--- config.mk ---
export PLATFORM = sky130hd
export DESIGN_NAME = vjdm_isqrt
export DESIGN_NICKNAME = d
export VERILOG_FILES = /design/src/rtl/vector_jacobian_derived_measures_assert.svh /design/src/rtl/vjdm_pkg.sv /design/src/rtl/vjdm_isqrt.sv
export SDC_FILE = /design/constraint.sdc
export NUM_CORES = 1
export LEC_CHECK = 0
export ABC_CLOCK_PERIOD_IN_PS = 5700
export BUFFER_PORTS_ARGS = -buffer_cell sky130_fd_sc_hd__buf_4
export CAP_MARGIN = 20
export CORE_MARGIN = 1.5
export CORE_UTILIZATION = 41
export DETAILED_ROUTE_END_ITERATION = 16
export PLACE_DENSITY = 0.53
export SYNTH_ARGS = -nofsm -noshare
export SYNTH_HDL_FRONTEND = slang
export SYNTH_SLANG_ARGS = --single-unit
--- constraint.sdc ---
create_clock -name clk -period 5.7 [get_ports clk]
set_input_delay 1.14 -clock clk [delete_from_list [all_inputs] [get_ports clk]]
set_output_delay 1.14 -clock clk [all_outputs]
set_load 0.02 [all_outputs]
--- src/rtl/vector_jacobian_derived_measures_assert.svh ---
// assertion macros for the vector/jacobian measures block
// no dependencies; included by the top level only
`ifndef VECTOR_JACOBIAN_DERIVED_MEASURES_ASSERT_SVH
`define VECTOR_JACOBIAN_DERIVED_MEASURES_ASSERT_SVH

`ifndef ASSERT_OFF
`define VJDM_ASSERT_IMPLY(label, clk, rst_n, lhs, rhs) \
    label: assert property (@(posedge clk) disable iff (!rst_n) (lhs) |-> (rhs)) \
        else $error("assertion failed");
`define VJDM_ASSERT_NEXT(label, clk, rst_n, lhs, rhs) \
    label: assert property (@(posedge clk) disable iff (!rst_n) (lhs) |=> (rhs)) \
        else $error("assertion failed");
`else
`define VJDM_ASSERT_IMPLY(label, clk, rst_n, lhs, rhs)
`define VJDM_ASSERT_NEXT(label, clk, rst_n, lhs, rhs)
`endif

`endif

--- src/rtl/vjdm_pkg.sv ---
// shared constants and types for the vector/jacobian measures block
// no dependencies
package vjdm_pkg;

    localparam int DATA_WIDTH_DEF = 16;
    localparam int MASK_W         = 6;
    localparam logic [MASK_W-1:0] MASK_RESET = 6'd63;

    localparam int BIT_LEN  = 1;
    localparam int BIT_NORM = 2;
    localparam int BIT_DIV  = 4;
    localparam int BIT_CURL = 5;

    localparam int LEN_W   = 16;
    localparam int NORM_W  = 16;
    localparam int DIV_W   = 18;
    localparam int CURL_W  = 17;

    // normal magnitude lies in 0..16384, so 15 result bits
    localparam int NORM_BITS  = 15;
    // 4 * c^2 * 2^28 on the right-hand side of the rounding test
    localparam int NORM_SHIFT = 30;

    typedef struct packed {
        logic                     len_en;
        logic                     norm_en;
        logic [2:0]               neg;
        logic signed [DIV_W-1:0]  div;
        logic signed [CURL_W-1:0] curl_x;
        logic signed [CURL_W-1:0] curl_y;
        logic signed [CURL_W-1:0] curl_z;
    } vjdm_side_t;

endpackage

--- src/rtl/vjdm_isqrt.sv ---
// pipelined integer square root, one result bit per stage
// depends on vjdm_pkg only for the default width
module vjdm_isqrt #(
    parameter int W      = vjdm_pkg::DATA_WIDTH_DEF,
    parameter int STAGES = vjdm_pkg::DATA_WIDTH_DEF
) (
    input  logic           clk,
    input  logic [2*W-1:0] sum_sq,
    output logic [W-1:0]   root
);
    localparam int TW = 2*W + 1;

    logic [W-1:0]   r_reg  [1:STAGES];
    logic [2*W-1:0] r2_reg [1:STAGES];
    logic [2*W-1:0] s_reg  [1:STAGES];

    for (genvar k = 0; k < STAGES; k++)
    begin : g_stage
        logic [W-1:0]   r_cur;
        logic [2*W-1:0] r2_cur;
        logic [2*W-1:0] s_cur;

        if (k == 0)
        begin : g_first
            assign r_cur  = '0;
            assign r2_cur = '0;
            assign s_cur  = sum_sq;
        end
        else
        begin : g_mid
            assign r_cur  = r_reg[k];
            assign r2_cur = r2_reg[k];
            assign s_cur  = s_reg[k];
        end

        if (W - 1 - k >= 0)
        begin : g_bit
            localparam int B = W - 1 - k;
            logic [TW-1:0] trial;
            // (r + 2^b)^2 = r^2 + r*2^(b+1) + 2^(2b)
            assign trial = TW'(r2_cur) + (TW'(r_cur) << (B + 1)) + (TW'(1) << (2 * B));

            always_ff @(posedge clk)
            begin
                s_reg[k+1] <= s_cur;
                if (trial <= TW'(s_cur))
                begin
                    r_reg[k+1]  <= r_cur | (W'(1) << B);
                    r2_reg[k+1] <= trial[2*W-1:0];
                end
                else
                begin
                    r_reg[k+1]  <= r_cur;
                    r2_reg[k+1] <= r2_cur;
                end
            end
        end
        else
        begin : g_pass
            always_ff @(posedge clk)
            begin
                s_reg[k+1]  <= s_cur;
                r_reg[k+1]  <= r_cur;
                r2_reg[k+1] <= r2_cur;
            end
        end
    end

    assign root = r_reg[STAGES];

endmodule

# --- Word level (Yosys, flattened, before mapping) ---
# Memory sizes are Yosys's and may differ from the RTL's.
# Index checks and enable logic that the tools add are counted.
classes:
  n_bitwise: 32
  magnitude_cmp: 16
  muxes: 80
  addsub: 30
op_table:
  columns: ["op", "count"]
  rows:
  - ["$mux 32", 16]
  - ["$le 33x32->1", 15]
  - ["$mux 16", 16]
  - ["$mux 1", 48]
  - ["$add 32x17->33", 1]
  - ["$add 32x18->33", 1]
  - ["$add 32x19->33", 1]
  - ["$add 32x20->33", 1]
  - ["$add 32x21->33", 1]
  - ["$add 32x22->33", 1]
  - ["$add 32x23->33", 1]
  - ["$add 32x24->33", 1]
  - ["$add 32x25->33", 1]
  - ["$add 32x26->33", 1]
  - ["$add 32x27->33", 1]
  - ["$add 32x28->33", 1]
  - ["$add 32x29->33", 1]
  - ["$add 32x30->33", 1]
  - ["$add 32x31->33", 1]
  - ["$add 33x1->33 const B", 1]
  - ["$add 33x11->33 const B", 1]
  - ["$add 33x13->33 const B", 1]
  - ["$add 33x15->33 const B", 1]
  - ["$add 33x17->33 const B", 1]
  - ["12 further kinds", 43]
word_totals:
  ram_bits: 1280
  word_cells: 161
  input_bits: 33
  ff_bits: 0
  n_memories: 3
mem_list:
  columns: ["name", "depth", "width", "rd", "rd_ports_with_merged_regs", "wr", "line", "text"]
  rows:
  - ["r2_reg", 16, 32, 15, 0, 16, "vjdm_isqrt.sv:14", "logic [2*W-1:0] r2_reg [1:STAGES];"]
  - ["s_reg", 16, 32, 15, 0, 16, "vjdm_isqrt.sv:15", "logic [2*W-1:0] s_reg [1:STAGES];"]
  - ["r_reg", 16, 16, 16, 0, 16, "vjdm_isqrt.sv:13", "logic [W-1:0] r_reg [1:STAGES];"]

# --- Longest topological paths before layout ---
# An unclocked memory read counts as a cell.
depth:
  word_depth: 7
  depth_mapped: 19

# --- Worst setup path after synthesis ---
# No wires, ideal clock.
synth_path:
  path_kind: "register to register"
  start: "reg r_reg[0][138] (netlist name)"
  end: "reg r2_reg[0][311] (netlist name)"
  arrival_ns: 4.089
  period_less_slack_ns: 4.210
  setup_ns: 0.121
  slack_ns: 1.490
  stages_incl_launch_ff: 18
  path_cell_list: "dfxtp_1 ha_1 a31oi_1 o21bai_1 a41o_1 o21a_1 o2111a_1 and3_1 xor2_1 ha_1 nand3_1 or4_1 nor3_1 or3_1 o22ai_1 a31oi_2 buf_4 mux2_2"

==> impl_metrics.csv <==
group,metric,value,unit
outcome,outcome,"completed",
timing,period_share,0.927,
clocking,cts_hold_buf,0,
routing,via_per_inst,4.94,
timing,tns,0,ns
hold_path,hold_depth,0,
die,rows,102,
synth,ys_warn_count,0,
synth,yosysSeqAreaShare,0.518,
timing,finalCriticalPeriod,5.28,ns
power,p_leak,16.5,nW
final_layout,area_growth,14.7,%
timing,fmax,0.189,GHz
worst_setup_path,cp-start-kind,"flop",
timing,setup_viol,0,
synth,yosysTopAreaCell,"dfxtp_1",
clocking,htreeDepth,3,
synth,synth_flop_cell,"dfxtp_1",
global_routing,antenna_found_initial,0,
final_layout,fillerInstances,7269,
worst_setup_path,crit_path_max_fanout,24,
final_layout,regArea,16600,um2
placed_design,gp_congestion,0.863,
synth,synth.most_common_cell,"dfxtp_1",
die,coreArea,77300,um2
synth,synth_top_cell_area_share,0.518,
synth,netlist_instances,2980,
placed_design,dp_hpwl,59800,um
global_routing,grt_pass1_wl,117000,um
global_routing,first_global_vias,22200,
final_layout,layout.nets,3472,
placed_design,dpl_cell_area,33700,um2
global_routing,grt_usage,0.187,
routing,wl_per_cell,17.5,um
timing,slew_violations,0,
die,die_w,282,um
timing,skew,0.0224,ns
clocking,cts_inserted_buffers,87,
placed_design,post-place-ws,0.0414,ns
placed_design,io_buffer_count,48,
routing,drtIter0Drc,661,
final_layout,layout-drive-gt1-share,0.100,
synth,ys_types,76,
timing,holdWs,0.341,ns
power,peakVddDrop,0.318,mV
synth,avgSynthCellArea,10.7,um2
clocking,cts_tree,"done",
synth,ys_async_sr_fraction,0,
worst_setup_path,reg2reg_depth,18,
synth,ys_ff_latch,827,
synth,netlist_top_cells_count,"dfxtp_1, ha_1, inv_1, xnor2_1, nand2_1",
clocking,clk_latency,0.64,ns
timing,rsz0062_at_grt,"false",
worst_setup_path,crit_type,"flop to flop",
clocking,clk_pin_slew,0.06,ns
synth,syn_nets,3345,
final_layout,largest_register_ffs,480,
worst_setup_path,end_kind,"flop",
clocking,cts-root-buf,"clkbuf_16",
routing,first_pass_iters,5,
die,die_h,282,um
routing,drtAntennaViolNets,0,
die,die_area,79700,um2
final_layout,multi_input_comb_area,14300,um2
power,powerDensity,722,nW/um2
synth,synth-edff-count,0,
worst_setup_path,crit_required,6.21,ns
routing,drt-total-wl,73800,um
final_layout,finalInstanceArea,36700,um2
hold_path,hold_path.class,"flop to flop",
timing,max-slew-margin-rel,0.302,
clocking,clockBufferDepth,3,
timing,hold_viol,0,
timing,worstMarginPinSlew,1.03,ns
synth,synth_area,32000,um2
clocking,clock-sinks,827,
final_layout,antenna_cells,0,
global_routing,grt_overflow,0,
global_routing,grt_start_max_net_pins,25,
routing,remaining_drc_errors,0,
die,start_util,0.413,
synth,synthTopCellsByArea,"dfxtp_1, ha_1, xnor2_1",
die,pin_count,49,
worst_setup_path,cp.arrival,5.79,ns
routing,vias,20800,
run,maxCapViolations,0,
timing,timing.final.ws_setup,0.418,ns
[through the flow]
step	instances	util	power [W]
3_3_place_gp	4058	0.435	0.0205
5_1_grt	4216	0.474	0.0285
2_1_floorplan	2980	-	0.0173
4_1_cts	4216	0.474	0.0267
3_5_place_dp	4058	0.435	0.0208
6_report	4216	0.474	0.0265
[worst paths after layout]
path                      start        endpoint  slack, ns
hold / removal    s_reg[0][357]   s_reg[0][389]       0.34
hold reg to reg   s_reg[0][357]   s_reg[0][389]       0.34
setup reg to reg  r_reg[0][198]  r2_reg[0][445]       0.42
setup / recovery  r_reg[0][198]  r2_reg[0][445]       0.42
[logic make-up after synthesis]
kind of cell / after synthesis / synth area share
and+or+nand+nor: 713 / 0.118
adders and majority gates: 332 / 0.130
DFF: 827 / 0.518
muxes: 82 / 0.0288
buffers and inverters: 295 / 0.0356
AOI/OAI and AO/OA: 460 / 0.0955
xor gates and xnor gates: 271 / 0.0742
[repair_timing]
action                                  CTS  global route
gates resized for setup                   0             2
setup buffers                             0             0
endpoints found under the setup margin    0            18
[worst max-delay path, cell delays in order, from the launching register on]
cell and delay [ns]:
dfxtp_1 0.33, ha_1 0.35, a211o_1 0.39, a2111oi_4 0.38, nor3_1 0.14, o31a_1 0.41
and2_1 0.29, nand2_1 0.13, xnor2_1 0.07, ha_1 0.32, nand4_1 0.18, nor2_1 0.31
nand3_1 0.26, o221a_2 0.35, a211oi_1 0.63, a41oi_4 0.03, buf_4 0.27, nor3b_2 0.19
xor2_1 0.14
[per-layer routing]
metal	global-route usage	share of wire	up-vias
li1	-	-	10700
met1	0.187	0.38	9729
met2	0.376	0.55	271
met3	0.0273	0.024	153
met4	0.0876	0.046	0
met5	0	0	-
[where the power goes]
part	internal, W	switching [W]
clock	0.00346	0.00232
combinational	0.00566	0.00660
sequential	0.00721	0.00122
[layout by cell type, fill, tap and decap left out, types with 11 or more instances in the layout]
cell type and n:
a211oi_1 18, a21o_1 79, a21oi_1 135, a31oi_1 34, and2_1 38, and3_1 38, and4_1 14, buf_4 67
clkbuf_1 18, clkbuf_16 88, clkbuf_8 21, clkinv_2 14, dfxtp_1 827, ha_1 332, inv_1 264, mux2_2 81
nand2_1 146, nand2b_1 18, nand3_1 68, nand4_1 77, nor2_1 124, nor2b_1 35, nor3_1 44, nor4_1 44
o21a_1 20, o21ai_0 62, o21bai_1 14, or4_1 11, xnor2_1 171, xor2_1 100
[area by class of cell]
class,count,share of cell area
flip-flops and latches,827,0.451
multi-input cells,1858,0.390
clock buffers,127,0.0698
well taps,1040,0.0355
inverters,265,0.0271
repair buffers,68,0.0143
clock inverters,31,0.0120
Power figures use the tool's default switching activity.
