--- config.mk ---
export PLATFORM = sky130hd
export DESIGN_NAME = vjdm_front
export DESIGN_NICKNAME = d
export VERILOG_FILES = /design/src/rtl/vector_jacobian_derived_measures_assert.svh /design/src/rtl/vjdm_pkg.sv /design/src/rtl/vjdm_front.sv
export SDC_FILE = /design/constraint.sdc
export NUM_CORES = 2
export LEC_CHECK = 0
export BUFFER_PORTS_ARGS = -buffer_cell sky130_fd_sc_hd__buf_2
export CAP_MARGIN = 20
export CORE_AREA = 4 4 336 338
export CTS_BUF_LIST = sky130_fd_sc_hd__clkbuf_4 sky130_fd_sc_hd__clkbuf_8
export DETAILED_ROUTE_END_ITERATION = 10
export DIE_AREA = 0 0 340 342
export GPL_TIMING_DRIVEN = 0
export PLACE_DENSITY_LB_ADDON = 0.08
export SKIP_CTS_REPAIR_TIMING = 1
export SLEW_MARGIN = 20
export SYNTH_ARGS = -nofsm -noshare
export SYNTH_HDL_FRONTEND = slang
export SYNTH_SLANG_ARGS = --single-unit
--- constraint.sdc ---
create_clock -name clk -period 19.85 [get_ports clk]
set_input_delay 5.955 -clock clk [delete_from_list [all_inputs] [get_ports clk]]
set_output_delay 5.955 -clock clk [all_outputs]
set_load 0.005 [all_outputs]
--- src/rtl/vector_jacobian_derived_measures_assert.svh ---
// assertion macros for the vector/jacobian measures block
// no dependencies; included by the top level only
`ifndef VECTOR_JACOBIAN_DERIVED_MEASURES_ASSERT_SVH
`define VECTOR_JACOBIAN_DERIVED_MEASURES_ASSERT_SVH

`ifndef ASSERT_OFF
`define VJDM_ASSERT_IMPLY(label, clk, rst_n, lhs, rhs) \
    label: assert property (@(posedge clk) disable iff (!rst_n) (lhs) |-> (rhs)) \
        else $error("assertion failed");
`define VJDM_ASSERT_NEXT(label, clk, rst_n, lhs, rhs) \
    label: assert property (@(posedge clk) disable iff (!rst_n) (lhs) |=> (rhs)) \
        else $error("assertion failed");
`else
`define VJDM_ASSERT_IMPLY(label, clk, rst_n, lhs, rhs)
`define VJDM_ASSERT_NEXT(label, clk, rst_n, lhs, rhs)
`endif

`endif

--- src/rtl/vjdm_pkg.sv ---
// shared constants and types for the vector/jacobian measures block
// no dependencies
package vjdm_pkg;

    localparam int DATA_WIDTH_DEF = 16;
    localparam int MASK_W         = 6;
    localparam logic [MASK_W-1:0] MASK_RESET = 6'd63;

    localparam int BIT_LEN  = 1;
    localparam int BIT_NORM = 2;
    localparam int BIT_DIV  = 4;
    localparam int BIT_CURL = 5;

    localparam int LEN_W   = 16;
    localparam int NORM_W  = 16;
    localparam int DIV_W   = 18;
    localparam int CURL_W  = 17;

    // normal magnitude lies in 0..16384, so 15 result bits
    localparam int NORM_BITS  = 15;
    // 4 * c^2 * 2^28 on the right-hand side of the rounding test
    localparam int NORM_SHIFT = 30;

    typedef struct packed {
        logic                     len_en;
        logic                     norm_en;
        logic [2:0]               neg;
        logic signed [DIV_W-1:0]  div;
        logic signed [CURL_W-1:0] curl_x;
        logic signed [CURL_W-1:0] curl_y;
        logic signed [CURL_W-1:0] curl_z;
    } vjdm_side_t;

endpackage

--- src/rtl/vjdm_front.sv ---
// front stages: magnitudes, squares and sum of squares; divergence and curl
// depends on vjdm_pkg
module vjdm_front #(
    parameter int W = vjdm_pkg::DATA_WIDTH_DEF
) (
    input  logic                        clk,
    input  logic                        rst_n,
    input  logic                        in_valid,
    input  logic [vjdm_pkg::MASK_W-1:0] mask,
    input  logic signed [W-1:0]         vec [3],
    input  logic signed [W-1:0]         jac [9],
    output logic                        out_valid,
    output logic [2*W-1:0]              sum_sq,
    output logic [2*W-1:0]              sq [3],
    output vjdm_pkg::vjdm_side_t        side
);
    import vjdm_pkg::*;

    logic signed [63:0] jx [9];
    logic [W-1:0]       abs_next [3];
    vjdm_side_t         side1_next;

    logic [2:0]   valid_reg;
    logic [W-1:0] abs_reg [3];
    vjdm_side_t   side1_reg, side2_reg, side3_reg;
    logic [2*W-1:0] sq2_reg [3];
    logic [2*W-1:0] sq3_reg [3];
    logic [2*W-1:0] sum_reg;

    always_comb
    begin
        for (int i = 0; i < 9; i++)
        begin
            jx[i] = 64'(jac[i]);
        end
        for (int i = 0; i < 3; i++)
        begin
            abs_next[i] = vec[i][W-1] ? (~vec[i] + W'(1)) : vec[i];
        end
        side1_next.len_en  = mask[BIT_LEN];
        side1_next.norm_en = mask[BIT_NORM];
        side1_next.neg     = {vec[2][W-1], vec[1][W-1], vec[0][W-1]};
        // sums wrap, so working on the low bits alone is exact
        side1_next.div     = mask[BIT_DIV]
                           ? jx[0][DIV_W-1:0] + jx[4][DIV_W-1:0] + jx[8][DIV_W-1:0]
                           : '0;
        side1_next.curl_x  = mask[BIT_CURL] ? jx[5][CURL_W-1:0] - jx[7][CURL_W-1:0] : '0;
        side1_next.curl_y  = mask[BIT_CURL] ? jx[6][CURL_W-1:0] - jx[2][CURL_W-1:0] : '0;
        side1_next.curl_z  = mask[BIT_CURL] ? jx[1][CURL_W-1:0] - jx[3][CURL_W-1:0] : '0;
    end

    always_ff @(posedge clk or negedge rst_n)
    begin
        if (!rst_n)
        begin
            valid_reg <= '0;
        end
        else
        begin
            valid_reg <= {valid_reg[1:0], in_valid};
        end
    end

    always_ff @(posedge clk)
    begin
        for (int i = 0; i < 3; i++)
        begin
            abs_reg[i] <= abs_next[i];
            sq2_reg[i] <= (2*W)'(abs_reg[i]) * (2*W)'(abs_reg[i]);
            sq3_reg[i] <= sq2_reg[i];
        end
        side1_reg <= side1_next;
        side2_reg <= side1_reg;
        side3_reg <= side2_reg;
        sum_reg   <= sq2_reg[0] + sq2_reg[1] + sq2_reg[2];
    end

    assign out_valid = valid_reg[2];
    assign sum_sq    = sum_reg;
    assign sq        = sq3_reg;
    assign side      = side3_reg;

endmodule

# Yosys cells after proc, flatten, opt, wreduce, memory -nomap -nowiden

Memory sizes are Yosys's and may differ from the RTL's.
Index checks and enable logic that the tools add are counted.

Register bits: 353
RAM bits: 144
Input bits: 201
Output and inout bits: 203
Logic and storage cells: 47
Memories kept: 2

$add $sub $neg: 10
Multipliers: 3
Muxes and demuxes: 3
Bitwise gates (word level): 3

Memories:

| memory  | words | bits a word | rd ports | clocked after memory_dff | write ports | RTL line         | RTL |
|---|---|---|---|---|---|---|---|
| sq2_reg | 3     | 32          | 3        | 0                        | 3           | vjdm_front.sv:26 | `logic [2*W-1:0] sq2_reg [3];` |
| abs_reg | 3     | 16          | 3        | 0                        | 3           | vjdm_front.sv:24 | `logic [W-1:0] abs_reg [3];` |

Operator list:

| cell                    | count |
|---|---|
| $mul A16 B16 Y32        | 3 |
| $add A32 B32 Y32        | 2 |
| $sub A16 B16 Y17        | 3 |
| $add A16 B2 Y16 const B | 3 |
| $mux W16                | 3 |
| $not A16 Y16            | 3 |
| $add A17 B16 Y18        | 1 |
| $add A16 B16 Y17        | 1 |

# Logic depth before layout (Yosys ltp)

Depth after elaboration: 3
Depth in mapped cells: 26
Gate-level depth less buffers: 24

# Worst setup path before layout

OpenSTA, ideal clock, no wires.

Path type: in2reg
Start point: input port jac[2] (netlist bit)
End point: register side1_reg[67] (netlist bit)
Arrival: 8585 ps
Required time: 19735 ps
Setup slack: 11150 ps
Stages on the path: 11
Buffers on the path: 0
Path through: fa_1 -> ha_1 -> a21o_1 -> a21o_1 -> a2111oi_4 -> o31ai_1 -> o41ai_4 -> nor3_1 -> a2111oi_2 -> xnor2_1 -> and2_1

Longest elaborated chain between the ends: 1

RTL lines:

| item                 | RTL line         | RTL |
|---|---|---|
| from (decl)          | vjdm_front.sv:11 | `input logic signed [W-1:0] jac [9],` |
| $add A17 B16 Y18     | vjdm_front.sv:45 | `? jx[0][DIV_W-1:0] + jx[4][DIV_W-1:0] + jx[8][DIV_W-1:0]` |
| to (signal assigned) | vjdm_front.sv:72 | `side1_reg <= side1_next;` |
| to (decl)            | vjdm_front.sv:25 | `vjdm_side_t side1_reg, side2_reg, side3_reg;` |

Every way passes these cells.
A chain may end at the register's enable or synchronous reset.

# Final worst setup path

Same ends and word-level chain as after synthesis.

==> impl_metrics.ini <==
[status]
status = finished clean

[global_route]
grt_antenna_before_repair = 15
grt_overflow_total = 0
grt.total_usage_pct = 18.1
grt_max_degree = 16
grt_pass1_vias = 28800
grt_pass1_wl_mm = 163

[route]
antenna_left = 0
num_vias = 26700
via_per_inst = 4.49
dr.pass1.iters = 5
wl_mm = 102
drt-wirelength-per-cell_um = 17.2
drc = 0
drtIter0Drc = 1003

[placed_design]
dp_hpwl_mm = 85.6
placed_area_sq_um = 42200
port_buffers = 398
gp_congestion = 0.835
pre_cts_slack_ns = 10.81

[clock_tree]
clk_latency_ns = 0.74
clkTransAtPathRegs_ns = 0.06
root_buffer = clkbuf_8
htreeDepth = 3
cts_tree = done
clk_path_buf_depth = 3
cts.sink_count = 491
cts_buffers = 91

[die]
dieArea_sq_um = 116000
die_w_um = 340
dieHeight_um = 342
row_count = 122
start_util_pct = 34.8
ios = 404
coreArea_sq_um = 110000

[sta]
min_period_ns = 8.32
tns_ns = 0
fin_crit_sh_pct = 41.9
rsz0062_at_grt = false
setup_slack_ns = 11.53
hold_viol_final = 0
skew_ns = 0.0455
slew_headroom_pct = 42.8
worst_pin_slew_ns = 0.837
fmax_ghz = 0.120
finalSetupViolations = 0
drv_slew = 0

[synth]
synth_area_leaders = fa_1 (28%), dfxtp_1 (26%), ha_1 (13%)
seq_area_frac_synth_pct = 25.7
ys_types = 76
syn_inst = 3876
synth_top_area_cell = fa_1
ys.flop_type = dfxtp_1
async_reset_ff_share_pct = 0.611
yosys_warnings = 0
synth_edf_count = 0
avgSynthCellArea_sq_um = 9.88
synthTopCellsByCount = inv_1 (839), fa_1 (537), dfxtp_1 (488)
synth_most_common_cell = inv_1
netlist_area_sq_um = 38300
ys_ff_latch = 491
synth_top_area_share_pct = 28.1

[critical_path]
r2r_slack_ns = 11.79
crit_chain = buf_2 > fa_1 > ha_1 > a21o_1 > a21o_1 > a2111oi_4 > o31ai_1 > o41ai_4 > nor3_1 > a2111oi_2 > xnor2_1 > and2_1
worstRegToRegCells = 23
crit_arrival_ns = 8.92
path_common_cell = a21o_1
critPathTopFamily = compound AO/OA/AOI/OAI gates
start_kind = input pin
path_class = input pin to flop
cpPeakStageDelay_ns = 0.55
cp_max_fo = 3
path_buf_inv = 1
r2r_end = sq2_reg[0][31]$_DFF_P_
critPathSlowestCell = fa_1
crit_cells = 12
end_kind = flop
reg2reg_from = abs_reg[0][1]$_DFF_P_
critical_path_required_ns = 20.45
crit_start = jac[2]

[flow_run]
maxCapViolations = 0

[worst_hold_path]
min_path_type = flop to flop
hp-start = side2_reg[16]$_DFF_P_
hold_end = side[16]$_DFF_P_
worstHoldPathCells = 0

[layout]
syn2layout_area_growth_pct = 15.9
drive_gt1_share_pct = 13.8
fin_area_sq_um = 44400
num-fill-cells = 11200
fin_nets = 5513
==> worst register-to-register path, cell delays in order, from the launching register on <==
cell	delay, ns
dfxtp_1	0.32
clkbuf_1	0.51
clkbuf_1	0.63
nand2_1	0.15
fa_1	0.52
fa_1	0.55
inv_1	0.05
fa_1	0.48
fa_1	0.51
fa_1	0.49
inv_1	0.05
fa_1	0.50
inv_1	0.05
ha_1	0.28
buf_6	0.14
and3_1	0.17
a221o_1	0.34
a211oi_2	0.27
a21oi_1	0.16
o41a_1	0.50
a31oi_4	0.30
a21o_1	0.21
o21ai_1	0.09
xnor2_1	0.58
==> per-layer routing <==
layer / track usage, % / part of all wire, % / routed length [um]
met1: 23.3 / 44 / 44900
met3: 4.86 / 6.8 / 7020
met2: 30.4 / 47 / 48500
met4: 4.22 / 1.9 / 1900
met5: 0 / 0.067 / 69
==> through the flow <==
step | hold slack (ns) | std cells | utilization [%]
floorplan | 0.310 | 3881 | -
global placement | 0.310 | 5767 | 38.3
detailed placement | 0.312 | 5767 | 38.3
CTS | 0.295 | 5932 | 40.3
global route | 0.309 | 5939 | 40.3
finish | 0.296 | 5941 | 40.3
==> cell families (layout without fill, tap and decap cells) <==
group | count (synthesis) | in the layout | share of synthesized area [%]
AOI/OAI and AO/OA | 480 | 480 | 8.25
xor gates and xnor gates | 206 | 206 | 4.71
adders and majority gates | 940 | 940 | 41.2
buffers and inverters | 918 | 1481 | 9.06
DFF | 491 | 491 | 25.7
muxes | 6 | 6 | 0.170
other | 1 | 15 | 0.00979
and+or+nand+nor | 834 | 834 | 10.9
==> how the worst max path moves through the flow <==
stage / to / slack, ns
6_report: side1_reg[67]$_SDFF_PN0_ / 11.53
5_1_grt: side1_reg[68]$_SDFF_PN0_ / 11.42
4_1_cts: side1_reg[67]$_SDFF_PN0_ / 11.62
3_5_place_dp: side1_reg[67]$_SDFF_PN0_ / 10.81
3_3_place_gp: side1_reg[67]$_SDFF_PN0_ / 10.80
2_1_floorplan: side1_reg[67]$_SDFF_PN0_ / 11.15
==> cell type report <==
class	instances	area, sq um	area share [%]
inverters	839	3150	7.10
well taps	1488	1860	4.20
plain buffers	79	322	0.725
clock buffers	133	1710	3.86
multi-input cells	2472	25000	56.3
diodes	9	22.5	0.0508
clock inverters	32	465	1.05
flip-flops and latches	491	9840	22.2
repair buffers	398	1990	4.49
==> cells in the final DEF, fill, tap and decap left out, types with 15 or more instances in the layout <==
cell type / count
o21a_1: 18
clkbuf_1: 71
a21oi_1: 128
nand3_1: 28
nand2b_1: 24
clkbuf_4: 19
inv_1: 839
nor2b_1: 44
nor3b_1: 19
buf_2: 400
nor3_1: 28
ha_1: 403
nand4_1: 20
nor2_1: 117
xnor2_1: 152
or2_2: 15
fa_1: 537
a21o_1: 75
dfxtp_1: 488
o211ai_1: 16
and3_1: 26
a31oi_1: 17
xor2_1: 54
clkbuf_8: 114
nand2_1: 307
o21ai_0: 105
and2_1: 163
or3_1: 18
Power is not shown: default switching activity piles up to over one toggle a cycle in this logic, so the estimate is an artifact.
